$ cat src/hw/rtl/ast_pkg.sv
// Shared types and constants for the allocation size tracker.
`timescale 1ns / 1ps

package ast_pkg;

    localparam int ACTION_W  = 2;
    localparam int SIZE_IN_W = 32;
    localparam int STATUS_W  = 2;
    localparam int COUNT_W   = 7;
    localparam int TOTAL_W   = 38;
    localparam int ENTRY_W   = 32;
    localparam int LIMIT_W   = 7;
    localparam int ADDR_W    = 3;
    localparam int DATA_W    = 32;

    localparam logic [LIMIT_W-1:0] LIMIT_RESET = 7'd64;

    // Register index is paddr[2]; only index zero exists.
    localparam logic REG_ALLOC_LIMIT = 1'b0;

    typedef enum logic [ACTION_W-1:0] {
        ACT_ALLOC  = 2'd0,
        ACT_FREE   = 2'd1,
        ACT_ADD    = 2'd2,
        ACT_REMOVE = 2'd3
    } action_t;

    typedef enum logic [STATUS_W-1:0] {
        ST_DONE    = 2'd0,
        ST_REJECT  = 2'd1,
        ST_NOMATCH = 2'd2
    } status_t;

    typedef struct packed {
        logic    load_item;
        logic    alloc_commit;
        logic    free_commit;
        logic    entry_inc;
        logic    entry_dec;
        logic    rd_start;
        logic    rd_next;
        logic    shift_write;
        logic    status_we;
        status_t status_code;
        logic    result_load;
    } ast_cmd_t;

    typedef struct packed {
        action_t action;
        logic    at_limit;
        logic    list_empty;
        logic    hit;
        logic    last;
    } ast_stat_t;

endpackage

$ cat src/hw/rtl/ast_ctrl.sv
// Controller state machine that sequences allocate, free scan/shift and entry items.
`timescale 1ns / 1ps

module ast_ctrl
    import ast_pkg::*;
(
    input  logic      clk,
    input  logic      rst_n,
    input  logic      in_valid,
    output logic      in_ready,
    input  logic      out_free,
    input  ast_stat_t stat,
    output ast_cmd_t  cmd
);

    typedef enum logic [4:0] {
        S_IDLE   = 5'b00001,
        S_EXEC   = 5'b00010,
        S_SCAN   = 5'b00100,
        S_SHIFT  = 5'b01000,
        S_FINISH = 5'b10000
    } state_t;

    state_t state_reg;
    state_t state_next;

    always_ff @(posedge clk or negedge rst_n)
    begin
        if (!rst_n)
        begin
            state_reg <= S_IDLE;
        end
        else
        begin
            state_reg <= state_next;
        end
    end

    always_comb
    begin
        state_next = state_reg;
        cmd        = '0;
        cmd.status_code = ST_DONE;
        in_ready   = 1'b0;
        unique case (state_reg)
            S_IDLE:
            begin
                in_ready = 1'b1;
                if (in_valid)
                begin
                    cmd.load_item = 1'b1;
                    state_next    = S_EXEC;
                end
            end
            S_EXEC:
            begin
                unique case (stat.action)
                    ACT_ALLOC:
                    begin
                        cmd.status_we = 1'b1;
                        if (stat.at_limit)
                        begin
                            cmd.status_code = ST_REJECT;
                        end
                        else
                        begin
                            cmd.alloc_commit = 1'b1;
                        end
                        state_next = S_FINISH;
                    end
                    ACT_FREE:
                    begin
                        if (stat.list_empty)
                        begin
                            cmd.status_we   = 1'b1;
                            cmd.status_code = ST_NOMATCH;
                            state_next      = S_FINISH;
                        end
                        else
                        begin
                            cmd.rd_start = 1'b1;
                            state_next   = S_SCAN;
                        end
                    end
                    ACT_ADD:
                    begin
                        cmd.entry_inc = 1'b1;
                        cmd.status_we = 1'b1;
                        state_next    = S_FINISH;
                    end
                    ACT_REMOVE:
                    begin
                        cmd.entry_dec = 1'b1;
                        cmd.status_we = 1'b1;
                        state_next    = S_FINISH;
                    end
                    default:
                    begin
                        state_next = S_FINISH;
                    end
                endcase
            end
            S_SCAN:
            begin
                // The read of the next entry is in flight whenever one remains, so a hit can
                // move straight into the shift without a bubble.
                cmd.rd_next = 1'b1;
                if (stat.hit && stat.last)
                begin
                    cmd.free_commit = 1'b1;
                    cmd.status_we   = 1'b1;
                    state_next      = S_FINISH;
                end
                else if (stat.hit)
                begin
                    state_next = S_SHIFT;
                end
                else if (stat.last)
                begin
                    cmd.status_we   = 1'b1;
                    cmd.status_code = ST_NOMATCH;
                    state_next      = S_FINISH;
                end
            end
            S_SHIFT:
            begin
                cmd.rd_next     = 1'b1;
                cmd.shift_write = 1'b1;
                if (stat.last)
                begin
                    cmd.free_commit = 1'b1;
                    cmd.status_we   = 1'b1;
                    state_next      = S_FINISH;
                end
            end
            S_FINISH:
            begin
                if (out_free)
                begin
                    cmd.result_load = 1'b1;
                    state_next      = S_IDLE;
                end
            end
            default:
            begin
                state_next = S_IDLE;
            end
        endcase
    end

endmodule

$ cat config.mk
export PLATFORM = sky130hd
export DESIGN_NAME = ast_ctrl
export DESIGN_NICKNAME = d
export VERILOG_FILES = /design/src/hw/rtl/ast_pkg.sv /design/src/hw/rtl/ast_ctrl.sv
export SDC_FILE = /design/constraint.sdc
export NUM_CORES = 1
export LEC_CHECK = 0
export CORE_AREA = 5 5 42 44
export DETAILED_ROUTE_END_ITERATION = 12
export DIE_AREA = 0 0 47 49
export DONT_BUFFER_PORTS = 1
export PLACE_DENSITY = 0.41
export SYNTH_ARGS = -nofsm -noshare
export SYNTH_HDL_FRONTEND = slang
export SYNTH_SLANG_ARGS = --single-unit
$ cat constraint.sdc
create_clock -name clk -period 1.5 [get_ports clk]
set_input_delay 0.3 -clock clk [delete_from_list [all_inputs] [get_ports clk]]
set_output_delay 0.3 -clock clk [all_outputs]
set_load 0.01 [all_outputs]
# Yosys cells after proc, flatten, opt, wreduce, memory -nomap -nowiden
# Cells that the tools add are included.
dict set report word_totals {
  register_bits 5
  input_bits 10
  out_inout_bits 13
  elab_cells 52
}
dict set report op_classes {
  eq_ne 10
  muxes 36
  reduce_logical 5
}
# operator n
set ops {}
lappend ops {{5-bit 2-to-1 mux} 6}
lappend ops {{5-bit case mux with 5 select lines} 1}
lappend ops {{1-bit 2-to-1 mux} 18}
lappend ops {{3-bit 2-to-1 mux} 4}
lappend ops {{5-bit case mux with 2 select lines} 1}
lappend ops {{2-bit case mux with 2 select lines} 2}
lappend ops {{5-bit by 1-bit == test with 1-bit output (second input constant)} 1}
lappend ops {{5-bit by 2-bit == test with 1-bit output (second input constant)} 1}
lappend ops {{5-bit by 3-bit == test with 1-bit output (second input constant)} 1}
lappend ops {{5-bit by 4-bit == test with 1-bit output (second input constant)} 1}
lappend ops {{5-bit == test (second input constant)} 1}
lappend ops {{2-bit == test (second input constant)} 2}
lappend ops {{2-bit != test (second input constant)} 2}
lappend ops {{1-bit case mux with 2 select lines} 2}
lappend ops {{1-bit case mux with 3 select lines} 1}
lappend ops {{3-bit OR reduction} 1}
lappend ops {{2-bit by 1-bit == test with 1-bit output (second input constant)} 1}
lappend ops {{2-bit zero test} 1}
lappend ops {{2-bit 2-to-1 mux} 1}
lappend ops {{2-bit AND reduction} 1}
lappend ops {{2-bit OR reduction} 1}
lappend ops {{1-bit logical AND} 1}

# Depth between registers and ports, before layout
dict set report logic_depth {
  depth_word 4
  depth_mapped 3
  depth_no_buf 3
}

# Worst setup path after synthesis
# Ideal clock, no wire load.
dict set report synth_path {
  kind {flip-flop to output port}
  start {reg state_reg[3]}
  end {out cmd[1] in the netlist's numbering}
  t_arrival_ns 1.275
  required_time_ns 1.200
  setup_slack_ns -0.075
  stages_incl_launch_ff 4
  path_buffers 0
  path_cell_list {dfrtp_1 > nor2_2 > nand3_1 > nor4b_1}
}
# item line
set synth_rtl {}
lappend synth_rtl {{start, declared} ast_ctrl.sv:24} ;# state_t state_reg;
lappend synth_rtl {{start signal, assigned} ast_ctrl.sv:35} ;# state_reg <= state_next;
lappend synth_rtl {{end, declared} ast_ctrl.sv:13} ;# output ast_cmd_t cmd

==> results.yml <==
yosys:
  synth.area.top_cells: "dfrtp_1 25%, dfstp_2 6.7%, and3_1 6.4%"
  ys.warnings.count: 0
  yosysTopAreaCell: "dfrtp_1"
  yosysTopAreaCellShare_pct: 25.5
  syn_nets: 55
  netlist_area_um2: 393
  synth-seq-cells: 5
  synth_area_per_cell_um2: 8.73
  ys_types: 28
  synthCells: 45
  synth_seq_area_share_pct: 32.2
final_layout:
  finalInstanceArea_um2: 723
  num_antenna_cells: 0
  largest_reg_flops: 5
  syn2layout_area_growth_pct: 84.1
  fin_cells: 84
  nNetsFinal: 79
  layout-drive-gt1-share_pct: 64.7
clock_tree:
  clockBufferDepth: 2
  h-tree-depth: 1
  cts_sinks: 5
  root_buffer: "clkbuf_4"
  cts_tree: "done"
  cts_made_buffers: 3
  clk_latency_ps: 250
  clkTransAtPathRegs_ps: 50
pwr:
  vdd_drop_max_mv: 0.969
  total_power_mw: 0.991
  powerDensity_nw_per_um2: 1370
  p_leak_nw: 0.288
worst_setup_path:
  reg2reg_depth: 4
  crit_arrival_ps: 1380
  critPathSlowestCell: "dfrtp_1"
  cp-start-kind: "flop"
  slowest_delay_ps: 400
  crit_cells: 4
  crit_family: "flip-flops"
  setup.worst_path.class: "flop to output port"
  crit_path_cell_trace: "buf_4 -> nand2b_1 -> a21oi_4 -> a22o_1"
  crit_required_ps: 1200
  cp_num_buf_inv: 1
  path_max_fanout: 4
  r2r_slack_ps: 70
  endpoint_kind: "output port"
run_status:
  violations: "negative setup slack"
  status: "finished with violations"
sta:
  slew_headroom_pct: 83.5
  hold_violations: 0
  fin_crit_ps: 1680
  finalCritPeriodShare_pct: 112
  rsz0062_at_grt: "yes"
  fmax_mhz: 595
  worst_pin_slew_ps: 245
  setup_viol: 13
  fin_ws_ps: -181
  fin_skew_ps: 2.12
  setup_tns_ps: -1610
  whs_ps: 157
  maxSlewViolCount: 0
die:
  die_width_um: 47
  io_pins: 23
  start_util_pct: 28.0
  rows: 14
  die_h_um: 49
  dieArea_um2: 2300
  coreArea_um2: 1400
detailed_routing:
  vias: 480
  ant_nets: 0
  dr.pass1.iters: 4
  vias_per_cell: 5.71
  drt_wl_total_um: 1460
  wl_per_cell_um: 17.4
  drtIter0Drc: 9
  remaining_drc_errors: 0
global_routing:
  grt_overflow_total: 0
  grt_max_degree: 7
  grtUsageTotal_pct: 12.9
  grt_pass1_vias: 491
  grt_pass1_wl_um: 2140
  antenna_found_initial: 0
placement:
  placed_area_um2: 517
  routabilityCongestion: 0.740
  hpwl_um: 993
  io_buffers: 0
  placed_cells: 73
run:
  drv_cap: 0
min_path:
  hold_path_class: "input port to flop"
  whs_path_depth: 1
-- Yosys cell counts --
library cell,number
nand4b_1,2
a21oi_2,1
or3b_4,1
o41ai_1,1
nor3_1,1
nand2b_1,2
dfstp_2,1
a22o_1,1
and4_1,1
o31ai_1,1
nor2_1,5
a31oi_1,2
nand2_1,2
nor3b_1,2
a221o_1,1
nor4_1,1
o22ai_1,1
and2_1,2
o21ai_0,1
and3_1,4
dfrtp_1,4
inv_1,1
and4b_1,1
nor2_2,1
a211o_1,1
nor4b_1,1
or3_4,1
nand3_1,2
-- layer usage --
metal	part of all wire (%)	up-vias	GRT usage, %
li1	-	226	-
met1	36	229	12.9
met2	53	19	21.0
met3	7.4	6	3.69
met4	3.6	0	9.68
met5	0	-	0
-- where the power goes --
part	internal, mW	switching, mW
logic	0.320	0.271
clock network	0.101	0.0637
registers	0.181	0.0534
total	0.602	0.388
-- what timing repair did --
action,4_1_cts,5_1_grt
setup endpoints to repair,12,14
hold buffers,1,0
hold endpoints to repair,5,0
pin swaps,6,7
setup buffers,1,5
gates resized for setup,11,19
-- worst paths after layout --
| kind | from | to |
|---|---|---|
| max in group asynchronous | rst_n | state_reg[0] |
| max | state_reg[3] | cmd[3] |
| min in group asynchronous | rst_n | state_reg[3] |
| min | stat[0] | state_reg[2] |
| max reg2reg | state_reg[0] | state_reg[0] |
| min reg2reg | state_reg[1] | state_reg[3] |
-- placed cells by master (no fill, tap or decap), types with 2 or more instances in the layout --
cell       n
nand2_1    2
buf_4     13
buf_6      5
nor2_4     4
clkbuf_4   3
nand4b_1   2
dfrtp_1    3
nand2b_1   2
nor3b_2    2
a31oi_1    2
and3_4     4
-- logic make-up (layout without fill, tap and decap cells) --
kind of cell	count (synthesis)	count (layout)	share of synthesized area, %
AND/OR/NAND/NOR	29	29	47.5
AO/OA/AOI/OAI	10	10	19.4
flip-flops	5	5	32.2
buffers and inverters	1	24	0.954
-- through the flow --
stage,util [%],worst slack (ps)
after floorplan,-,13.7
after global placement,36.9,60.1
after detailed placement,36.9,20.4
after CTS,43.2,-180
after global routing,51.6,-242
final,51.6,-181
-- area by class of cell --
type	instances	area, um2
clock buffer	4	26.3
fill	135	678
inverter	1	3.75
multi-input combinational	39	382
sequential	5	128
tap	16	20.0
timing repair buffer	19	164
No activity file was read; power rests on OpenSTA's default activity.
