<file path="src/hw/rtl/ast_pkg.sv">
// Shared types and constants for the allocation size tracker.
`timescale 1ns / 1ps

package ast_pkg;

    localparam int ACTION_W  = 2;
    localparam int SIZE_IN_W = 32;
    localparam int STATUS_W  = 2;
    localparam int COUNT_W   = 7;
    localparam int TOTAL_W   = 38;
    localparam int ENTRY_W   = 32;
    localparam int LIMIT_W   = 7;
    localparam int ADDR_W    = 3;
    localparam int DATA_W    = 32;

    localparam logic [LIMIT_W-1:0] LIMIT_RESET = 7'd64;

    // Register index is paddr[2]; only index zero exists.
    localparam logic REG_ALLOC_LIMIT = 1'b0;

    typedef enum logic [ACTION_W-1:0] {
        ACT_ALLOC  = 2'd0,
        ACT_FREE   = 2'd1,
        ACT_ADD    = 2'd2,
        ACT_REMOVE = 2'd3
    } action_t;

    typedef enum logic [STATUS_W-1:0] {
        ST_DONE    = 2'd0,
        ST_REJECT  = 2'd1,
        ST_NOMATCH = 2'd2
    } status_t;

    typedef struct packed {
        logic    load_item;
        logic    alloc_commit;
        logic    free_commit;
        logic    entry_inc;
        logic    entry_dec;
        logic    rd_start;
        logic    rd_next;
        logic    shift_write;
        logic    status_we;
        status_t status_code;
        logic    result_load;
    } ast_cmd_t;

    typedef struct packed {
        action_t action;
        logic    at_limit;
        logic    list_empty;
        logic    hit;
        logic    last;
    } ast_stat_t;

endpackage

</file>
<file path="src/hw/rtl/ast_datapath.sv">
// Datapath: size list memory, block count, byte total, entry counter and result registers.
`timescale 1ns / 1ps

module ast_datapath
    import ast_pkg::*;
#(
    parameter int LIST_DEPTH = 64,
    parameter int SIZE_WIDTH = 32
)
(
    input  logic                 clk,
    input  logic                 rst_n,
    input  ast_cmd_t             cmd,
    output ast_stat_t            stat,
    input  logic [ACTION_W-1:0]  in_action,
    input  logic [SIZE_IN_W-1:0] in_size,
    input  logic [LIMIT_W-1:0]   alloc_limit,
    output logic [STATUS_W-1:0]  res_status,
    output logic [COUNT_W-1:0]   res_blocks,
    output logic [TOTAL_W-1:0]   res_total_bytes,
    output logic [ENTRY_W-1:0]   res_entries
);

    localparam int CNT_W = $clog2(LIST_DEPTH + 1);
    localparam int IDX_W = (LIST_DEPTH > 1) ? $clog2(LIST_DEPTH) : 1;
    localparam int LIM_W = (CNT_W > LIMIT_W) ? CNT_W : LIMIT_W;
    localparam logic [LIM_W-1:0] MAX_LIM = LIM_W'(LIST_DEPTH);

    logic [SIZE_WIDTH-1:0] mem [LIST_DEPTH];

    action_t               action_reg;
    logic [SIZE_WIDTH-1:0] size_reg;
    logic [CNT_W-1:0]      held_reg;
    logic [CNT_W-1:0]      held_next;
    logic [TOTAL_W-1:0]    total_reg;
    logic [TOTAL_W-1:0]    total_next;
    logic [ENTRY_W-1:0]    entries_reg;
    logic [ENTRY_W-1:0]    entries_next;
    logic [CNT_W-1:0]      ptr_reg;
    logic [CNT_W-1:0]      data_idx_reg;
    logic [SIZE_WIDTH-1:0] rd_data_reg;
    status_t               status_reg;
    logic [STATUS_W-1:0]   res_status_reg;
    logic [COUNT_W-1:0]    res_count_reg;
    logic [TOTAL_W-1:0]    res_total_reg;
    logic [ENTRY_W-1:0]    res_entry_reg;

    logic                  rd_en;
    logic [CNT_W-1:0]      rd_addr;
    logic                  wr_en;
    logic [CNT_W-1:0]      wr_addr;
    logic [SIZE_WIDTH-1:0] wr_data;
    logic [LIM_W-1:0]      limit_ext;
    logic [LIM_W-1:0]      eff_limit;

    assign limit_ext = LIM_W'(alloc_limit);
    assign eff_limit = (limit_ext > MAX_LIM) ? MAX_LIM : limit_ext;

    assign stat.action     = action_reg;
    assign stat.at_limit   = LIM_W'(held_reg) >= eff_limit;
    assign stat.list_empty = held_reg == '0;
    assign stat.hit        = rd_data_reg == size_reg;
    assign stat.last       = (data_idx_reg + CNT_W'(1)) == held_reg;

    // Reads run one entry ahead of the compare or the shift write.
    assign rd_en   = cmd.rd_start | (cmd.rd_next & (ptr_reg < held_reg));
    assign rd_addr = cmd.rd_start ? '0 : ptr_reg;

    assign wr_en   = cmd.alloc_commit | cmd.shift_write;
    assign wr_addr = cmd.alloc_commit ? held_reg : (data_idx_reg - CNT_W'(1));
    assign wr_data = cmd.alloc_commit ? size_reg : rd_data_reg;

    always_ff @(posedge clk)
    begin
        if (wr_en)
        begin
            mem[wr_addr[IDX_W-1:0]] <= wr_data;
        end
        if (rd_en)
        begin
            rd_data_reg  <= mem[rd_addr[IDX_W-1:0]];
            data_idx_reg <= rd_addr;
            ptr_reg      <= rd_addr + CNT_W'(1);
        end
    end

    always_comb
    begin
        held_next    = held_reg;
        total_next   = total_reg;
        entries_next = entries_reg;
        if (cmd.alloc_commit)
        begin
            held_next  = held_reg + CNT_W'(1);
            total_next = total_reg + TOTAL_W'(size_reg);
        end
        else if (cmd.free_commit)
        begin
            held_next  = held_reg - CNT_W'(1);
            total_next = total_reg - TOTAL_W'(size_reg);
        end
        if (cmd.entry_inc && (entries_reg != '1))
        begin
            entries_next = entries_reg + ENTRY_W'(1);
        end
        else if (cmd.entry_dec && (entries_reg != '0))
        begin
            entries_next = entries_reg - ENTRY_W'(1);
        end
    end

    always_ff @(posedge clk or negedge rst_n)
    begin
        if (!rst_n)
        begin
            held_reg    <= '0;
            total_reg   <= '0;
            entries_reg <= '0;
        end
        else
        begin
            held_reg    <= held_next;
            total_reg   <= total_next;
            entries_reg <= entries_next;
        end
    end

    always_ff @(posedge clk)
    begin
        if (cmd.load_item)
        begin
            action_reg <= action_t'(in_action);
            size_reg   <= SIZE_WIDTH'(in_size);
        end
        if (cmd.status_we)
        begin
            status_reg <= cmd.status_code;
        end
        if (cmd.result_load)
        begin
            res_status_reg <= status_reg;
            res_count_reg  <= COUNT_W'(held_reg);
            res_total_reg  <= total_reg;
            res_entry_reg  <= entries_reg;
        end
    end

    assign res_status      = res_status_reg;
    assign res_blocks      = res_count_reg;
    assign res_total_bytes = res_total_reg;
    assign res_entries     = res_entry_reg;

endmodule

</file>
<file path="config.mk">
export PLATFORM = sky130hd
export DESIGN_NAME = ast_datapath
export DESIGN_NICKNAME = d
export VERILOG_FILES = /design/src/hw/rtl/ast_pkg.sv /design/src/hw/rtl/ast_datapath.sv
export SDC_FILE = /design/constraint.sdc
export NUM_CORES = 2
export LEC_CHECK = 0
export ABC_CLOCK_PERIOD_IN_PS = 4800
export BUFFER_PORTS_ARGS = -buffer_cell sky130_fd_sc_hd__buf_2
export CORE_AREA = 2 2 415 417
export DETAILED_ROUTE_END_ITERATION = 16
export DIE_AREA = 0 0 417 419
export HOLD_SLACK_MARGIN = 0.12
export MAX_ROUTING_LAYER = met4
export PLACE_DENSITY = 0.73
export SETUP_SLACK_MARGIN = 0.4
export SLEW_MARGIN = 20
export SYNTH_ARGS = -nofsm -noshare
export SYNTH_HDL_FRONTEND = slang
export SYNTH_SLANG_ARGS = --single-unit
</file>
<file path="constraint.sdc">
create_clock -name clk -period 4.8 [get_ports clk]
set_input_delay 0.24 -clock clk [delete_from_list [all_inputs] [get_ports clk]]
set_output_delay 0.24 -clock clk [all_outputs]
set_load 0.02 [all_outputs]
</file>
# [Word-level counts from Yosys, hierarchy flattened]
# Memories as Yosys holds them, arrays and structs flattened. A register that Yosys moved wholly into a read port is not among the register bits.
# Index checks and enable logic that the tools add are counted.
[word_totals] register_bits=206 ramBits=2048 input_bits=55 output_inout_bits=85 word_cells=49 mem_count=1
[classes] addsub=9 n_lt_le_gt_ge=3 eq_ne=3 muxes=12 bitwise=3 n_reduce_logical=6
[mem_list] name="mem" depth=64 word_bits=32 rd=1 rd_clocked_by_memory_dff=1 write_ports=1 line="ast_datapath.sv:29" source="logic [SIZE_WIDTH-1:0] mem [LIST_DEPTH];"
[op_table] cell="2-to-1 mux 32 bit" count=3
[op_table] cell="2-to-1 mux 38 bit" count=2
[op_table] cell="adder 38 x 32 -> 38 bit" count=1
[op_table] cell="subtractor 38 x 32 -> 38 bit" count=1
[op_table] cell="adder 32 x 1 -> 32 bit (second input constant)" count=1
[op_table] cell="== test 32 bit" count=1
[op_table] cell="inequality test 32 bit (second input constant)" count=1
[op_table] cell="nonzero test 32 bit" count=1
[op_table] cell="subtractor 32 x 1 -> 32 bit (second input constant)" count=1
[op_table] cell="2-to-1 mux 7 bit" count=4
[op_table] cell="adder 7 x 1 -> 7 bit (second input constant)" count=3
[op_table] cell="== test 7 bit" count=1
[op_table] cell=">= comparator 7 bit" count=1
[op_table] cell="greater-than comparator 7 bit (second input constant)" count=1
[op_table] cell="zero test 7 bit" count=1
[op_table] cell="< comparator 7 bit" count=1
[op_table] cell="subtractor 7 x 1 -> 7 bit (second input constant)" count=1
[op_table] cell="2-to-1 mux 6 bit" count=1
[op_table] cell="subtractor 6 x 1 -> 6 bit (second input constant)" count=1
[op_table] cell="nonzero test 2 bit" count=2
[op_table] cell="logical AND 1 bit" count=2
[op_table] cell="2-to-1 mux 1 bit" count=2
[op_table] cell="bitwise OR 1 bit" count=2
[op_table] cell="AND 1 bit" count=1

# [Depth between registers and ports, before layout]
[depth] depth_word=4 mapped_depth=20 ltp_nobuf=18

# [Least setup slack after synthesis]
# No wires, ideal clock.
[synth_path] kind="input -> register" startpoint="input cmd[10] (netlist bit)" endpoint="memory mem[0][1] (data pin)" setup_ns=0.702 arrival_ns=3.369 required_time_ns=4.098 path_slack_ns=0.729 stages=4 path_buffers=3 path_cell_list="clkbuf_1 > clkbuf_1 > clkbuf_1 > o21ai_0"
[synth_via] elab_chain_len=1
[synth_rtl] item="from (decl)" line="ast_datapath.sv:13" source="input ast_cmd_t cmd,"
[synth_rtl] item="2-to-1 mux 32 bit" line="ast_datapath.sv:71" source="assign wr_data = cmd.alloc_commit ? size_reg : rd_data_reg;"
[synth_rtl] item="via wr_data[1]" line="ast_datapath.sv:52" source="logic [SIZE_WIDTH-1:0] wr_data;"
[synth_rtl] item="to (decl)" line="ast_datapath.sv:29"
# The timed path passes the listed nets, and every way through them passes these cells.

# [Final worst setup path]
[layout_path] startpoint="register size_reg[11]" endpoint="register total_reg[34]"
[layout_via] elab_chain_len=3 word_cells_on_any_way=4 classes_between="add/sub (2); mux (2)"
[layout_rtl] item="from (decl)" line="ast_datapath.sv:32" source="logic [SIZE_WIDTH-1:0] size_reg;"
[layout_rtl] item="from (signal assigned)" line="ast_datapath.sv:133" source="size_reg <= SIZE_WIDTH'(in_size);"
[layout_rtl] item="subtractor 38 x 32 -> 38 bit" line="ast_datapath.sv:100" source="total_next = total_reg - TOTAL_W'(size_reg);"
[layout_rtl] item="2-to-1 mux 38 bit" line="ast_datapath.sv:97" source="else if (cmd.free_commit)"
[layout_rtl] item="2-to-1 mux 38 bit (*)" line="ast_datapath.sv:92" source="if (cmd.alloc_commit)"
[layout_rtl] item="to (signal assigned)" line="ast_datapath.sv:123" source="total_reg <= total_next;"
[layout_rtl] item="to (decl)" line="ast_datapath.sv:35" source="logic [TOTAL_W-1:0] total_reg;"
# Mark *: on every way between the ends. The rest lies on a longest branch, timed or not. The select of a mux whose other input is x is not followed.
# A chain may end at the register's enable or synchronous reset.

==> results.md <==
- Post-synth EDFFs: 2209
- CP max stage delay: 0.59 ns
- Unrepaired setup endpoints after global routing: false
- Synthesis-stage register bit count: 2286
- Final Hold Fails: 0
- IO Pins: 140
- Initial drt markers: 8143
- WL/cell: 31.4 um
- Global route total overflow: 0
- DP HPWL: 153000 um
- Later-pin clock latency in the skew report: 0.88 ns
- Die height: 419 um
- Total Routed Length: 263000 um
- Register Area: 68300 sq um
- # H-tree levels: 4
- Yosys warnings: 0
- # Max-Cap Violations: 0
- Final period utilization: 87.5%
- Min Tclk post-route: 4.20 ns
- Max reg flops: 2048
- Via count: 55700
- Synthesis-to-finish area growth: 13.6%
- WHS Endpoint: data_idx_reg[0]$_DFFE_PP_
- Synth unique cells: 80
- Area post-placement: 98400 sq um
- Worst Skew: 0.0525 ns
- Sum of negative setup slack: 0 ns
- Hold path cells: 2
- Reg2Reg Depth: 16
- Hold Path Class: in -> reg
- Share of layout cells above drive strength 1: 19.5%
- Status: complete, no violations
- Worst Path Required: 5.52 ns
- Cell Pwr Density: 557 nW/um^2
- NumNets Final: 6120
- Pin count of the biggest net entering global routing: 111
- CTS Root Cell: clkbuf_16
- Setup crit end kind: flip-flop
- Critical path startpoint category: flip-flop
- Gate Count Post-Synth: 5607
- R2R setup slack: 0.60 ns
- Number of fill cells: 11700
- Area share of the largest cell type after synthesis: 71.1%
- Slew Limit Fails: 0
- IO Port Bufs: 139
- CTS buffer count: 213
- Syn Nets: 5756
- CTS tree: built
- Synthesized area: 93300 sq um
- Total clock sinks: 2286
- Crit path buf inv count: 0
- Vias per cell: 6.64
- Kind of cell adding the most delay to the critical path: simple AND/OR/NAND/NOR gates
- FF-to-FF End: total_reg[34]$_DFFE_PN0P_
- Core footprint: 171000 sq um
- Largest cells by area after synthesis: edfxtp_1, mux4_2, dfrtp_1
- Power consumption: 59.0 mW
- Total track usage: 30.9%
- Chip width: 417 um
- Critical path, cell by cell: or4_1 > or3_1 > nor3_2 > and2_2 > a21oi_1 > xor2_1 > ha_1 > a21oi_1 > o21bai_1 > a21oi_1 > o21ai_0 > a21oi_1 > a21oi_2 > o21a_1 > nor3_1 > or3_1
- P_leak: 34.7 nW
- Setup Crit Path Kind: reg -> reg
- Reg2reg start: size_reg[11]$_DFFE_PP_
- Design Area, Final: 106000 sq um
- Max Buffers Root-to-Sink: 3
- Die ar.: 175000 sq um
- Footprint of the multi-input gates: 24000 sq um
- Crit-path max FO: 5
- DRT Pass-1 Iters: 6
- Global-route wire length before repair: 377000 um
- Slowest stage cell, crit path: or4_1
- Row cnt: 152
- Cell mode on critical path: a21oi_1
- Max Freq: 0.238 GHz
- Post-route ant nets: 0
- Clock Pin Slew Worst Setup and Hold Paths: 0.06 ns
- Initial antenna violation count: 13
- Vias in the first global route: 54500
- Final setup fails: 0
- Main synth FF type: edfxtp_1
- Slew headroom: 19.5%
- FFs w/ async S/R, synth: 3.37%
- Worst Max-Slew Pin Slew: 1.20 ns
- Sequential element share of the synthesized area: 73.1%
- Syn avg cell area: 16.6 sq um
- Worst hold start: cmd[5]
- Crit path DAT: 4.92 ns
- Starting Density: 54.7%
- Max IR drop VDD: 0.541 mV
- DRC Markers: 0
- Synth area leader: edfxtp_1
- Fin util: 62.1%
- RD Place Congestion: 0.934
[synthesized netlist by cell type, drive strengths merged (18+ instances only)]
| cell type | instances |
|---|---|
| clkbuf | 166 |
| nor2b | 117 |
| a211oi | 230 |
| nor3 | 92 |
| o22ai | 206 |
| a31oi | 37 |
| o41a | 21 |
| xor2 | 86 |
| nand3 | 57 |
| mux2 | 95 |
| a21oi | 204 |
| nand2 | 257 |
| edfxtp | 2209 |
| inv | 43 |
| a21o | 46 |
| xnor2 | 59 |
| nor4 | 24 |
| nand4 | 27 |
| ha | 91 |
| o221ai | 37 |
| mux2i | 117 |
| and3 | 20 |
| buf | 178 |
| nor2 | 459 |
| o311ai | 38 |
| o41ai | 18 |
| o21ai | 145 |
| dfrtp | 77 |
| mux4 | 277 |
| a311oi | 37 |
[final cells by class]
| cell class | instances | share of cell area [%] |
|---|---|---|
| clock buffers | 272 | 5.29 |
| repair buffers | 493 | 3.80 |
| multi-input cells | 2932 | 22.6 |
| flip-flops and latches | 2286 | 64.4 |
| clock inverters | 117 | 1.05 |
| well taps | 2233 | 2.64 |
| diodes | 7 | 0.0165 |
| inverters | 45 | 0.171 |
[layer usage]
| layer | vias to the layer above | share of wire [%] | GRT usage (%) |
|---|---|---|---|
| met5 | - | 0 | - |
| met1 | 28100 | 35 | 39.1 |
| li1 | 23100 | - | - |
| met3 | 718 | 12 | 7.25 |
| met4 | 0 | 5.8 | 15.7 |
| met2 | 3756 | 47 | 47.2 |
[stage by stage]
stage / hold WS (ns) / cells / setup slack (ns)
floorplan: -0.0556 / 5607 / 0.729
global placement: 0.158 / 7912 / 0.380
detailed placement: 0.162 / 7913 / 0.436
CTS: 0.123 / 8370 / 0.418
global route: 0.140 / 8384 / 0.424
finish: 0.157 / 8385 / 0.600
[worst max path at each step]
| stage | start | to | slack [ns] | depth (start not counted) |
|---|---|---|---|---|
| after floorplan | cmd[10] | mem[0][1]$_DFFE_PP_ | 0.73 | 4 |
| after global placement | size_reg[11]$_DFFE_PP_ | total_reg[37]$_DFFE_PN0P_ | 0.38 | 18 |
| after detailed placement | size_reg[11]$_DFFE_PP_ | total_reg[37]$_DFFE_PN0P_ | 0.44 | 18 |
| after CTS | size_reg[11]$_DFFE_PP_ | total_reg[37]$_DFFE_PN0P_ | 0.42 | 18 |
| after global routing | size_reg[11]$_DFFE_PP_ | total_reg[34]$_DFFE_PN0P_ | 0.42 | 15 |
| final | size_reg[11]$_DFFE_PP_ | total_reg[34]$_DFFE_PN0P_ | 0.60 | 16 |
[cells in the final DEF, fill, tap and decap left out, types with 23 or more instances in the layout]
| cell type | instances |
|---|---|
| edfxtp_1 | 2209 |
| nor2_1 | 392 |
| mux4_2 | 277 |
| nand2_1 | 251 |
| buf_4 | 248 |
| a211oi_1 | 230 |
| clkbuf_16 | 214 |
| o22ai_1 | 206 |
| a21oi_1 | 198 |
| o21ai_0 | 139 |
| buf_2 | 136 |
| nor2b_1 | 117 |
| mux2i_1 | 117 |
| mux2_2 | 92 |
| ha_1 | 88 |
| nor3_1 | 87 |
| xor2_1 | 86 |
| dfrtp_1 | 77 |
| dlygate4sd3_1 | 68 |
| nor2_4 | 66 |
| xnor2_1 | 59 |
| nand3_1 | 57 |
| clkinv_1 | 56 |
| clkbuf_1 | 55 |
| a21o_1 | 46 |
| buf_12 | 39 |
| inv_1 | 37 |
| a31oi_1 | 37 |
| o221ai_1 | 37 |
| a311oi_1 | 36 |
| o311ai_0 | 35 |
| nand4_1 | 27 |
| clkinv_2 | 27 |
| nor4_1 | 23 |
[cell families (layout without fill, tap and decap cells)]
logic type,after synthesis,count (layout),synth area share [%]
buffers and inverters,389,927,1.85
multiplexers,489,489,9.08
adder cells (fa/ha/maj),94,94,1.28
flip-flops,2286,2286,73.1
AO/OA/AOI/OAI,1109,1109,8.02
XOR/XNOR,145,145,1.36
AND/OR/NAND/NOR,1095,1095,5.27
other,0,7,0
[where the power goes]
group / switching [mW] / leakage (nW) / internal [mW]
combinational: 10.9 / 10.5 / 5.33
sequential: 1.06 / 20.9 / 25.2
clock: 7.39 / 3.25 / 9.02
[what timing repair did]
item / 4_1_cts / 5_1_grt
gates resized for setup: 0 / 25
buffers inserted: 0 / 7
hold endpoints to repair: 186 / 21
hold buffers: 68 / 1
endpoints found under the setup margin: 0 / 16
(Power assumes the default switching activity.)
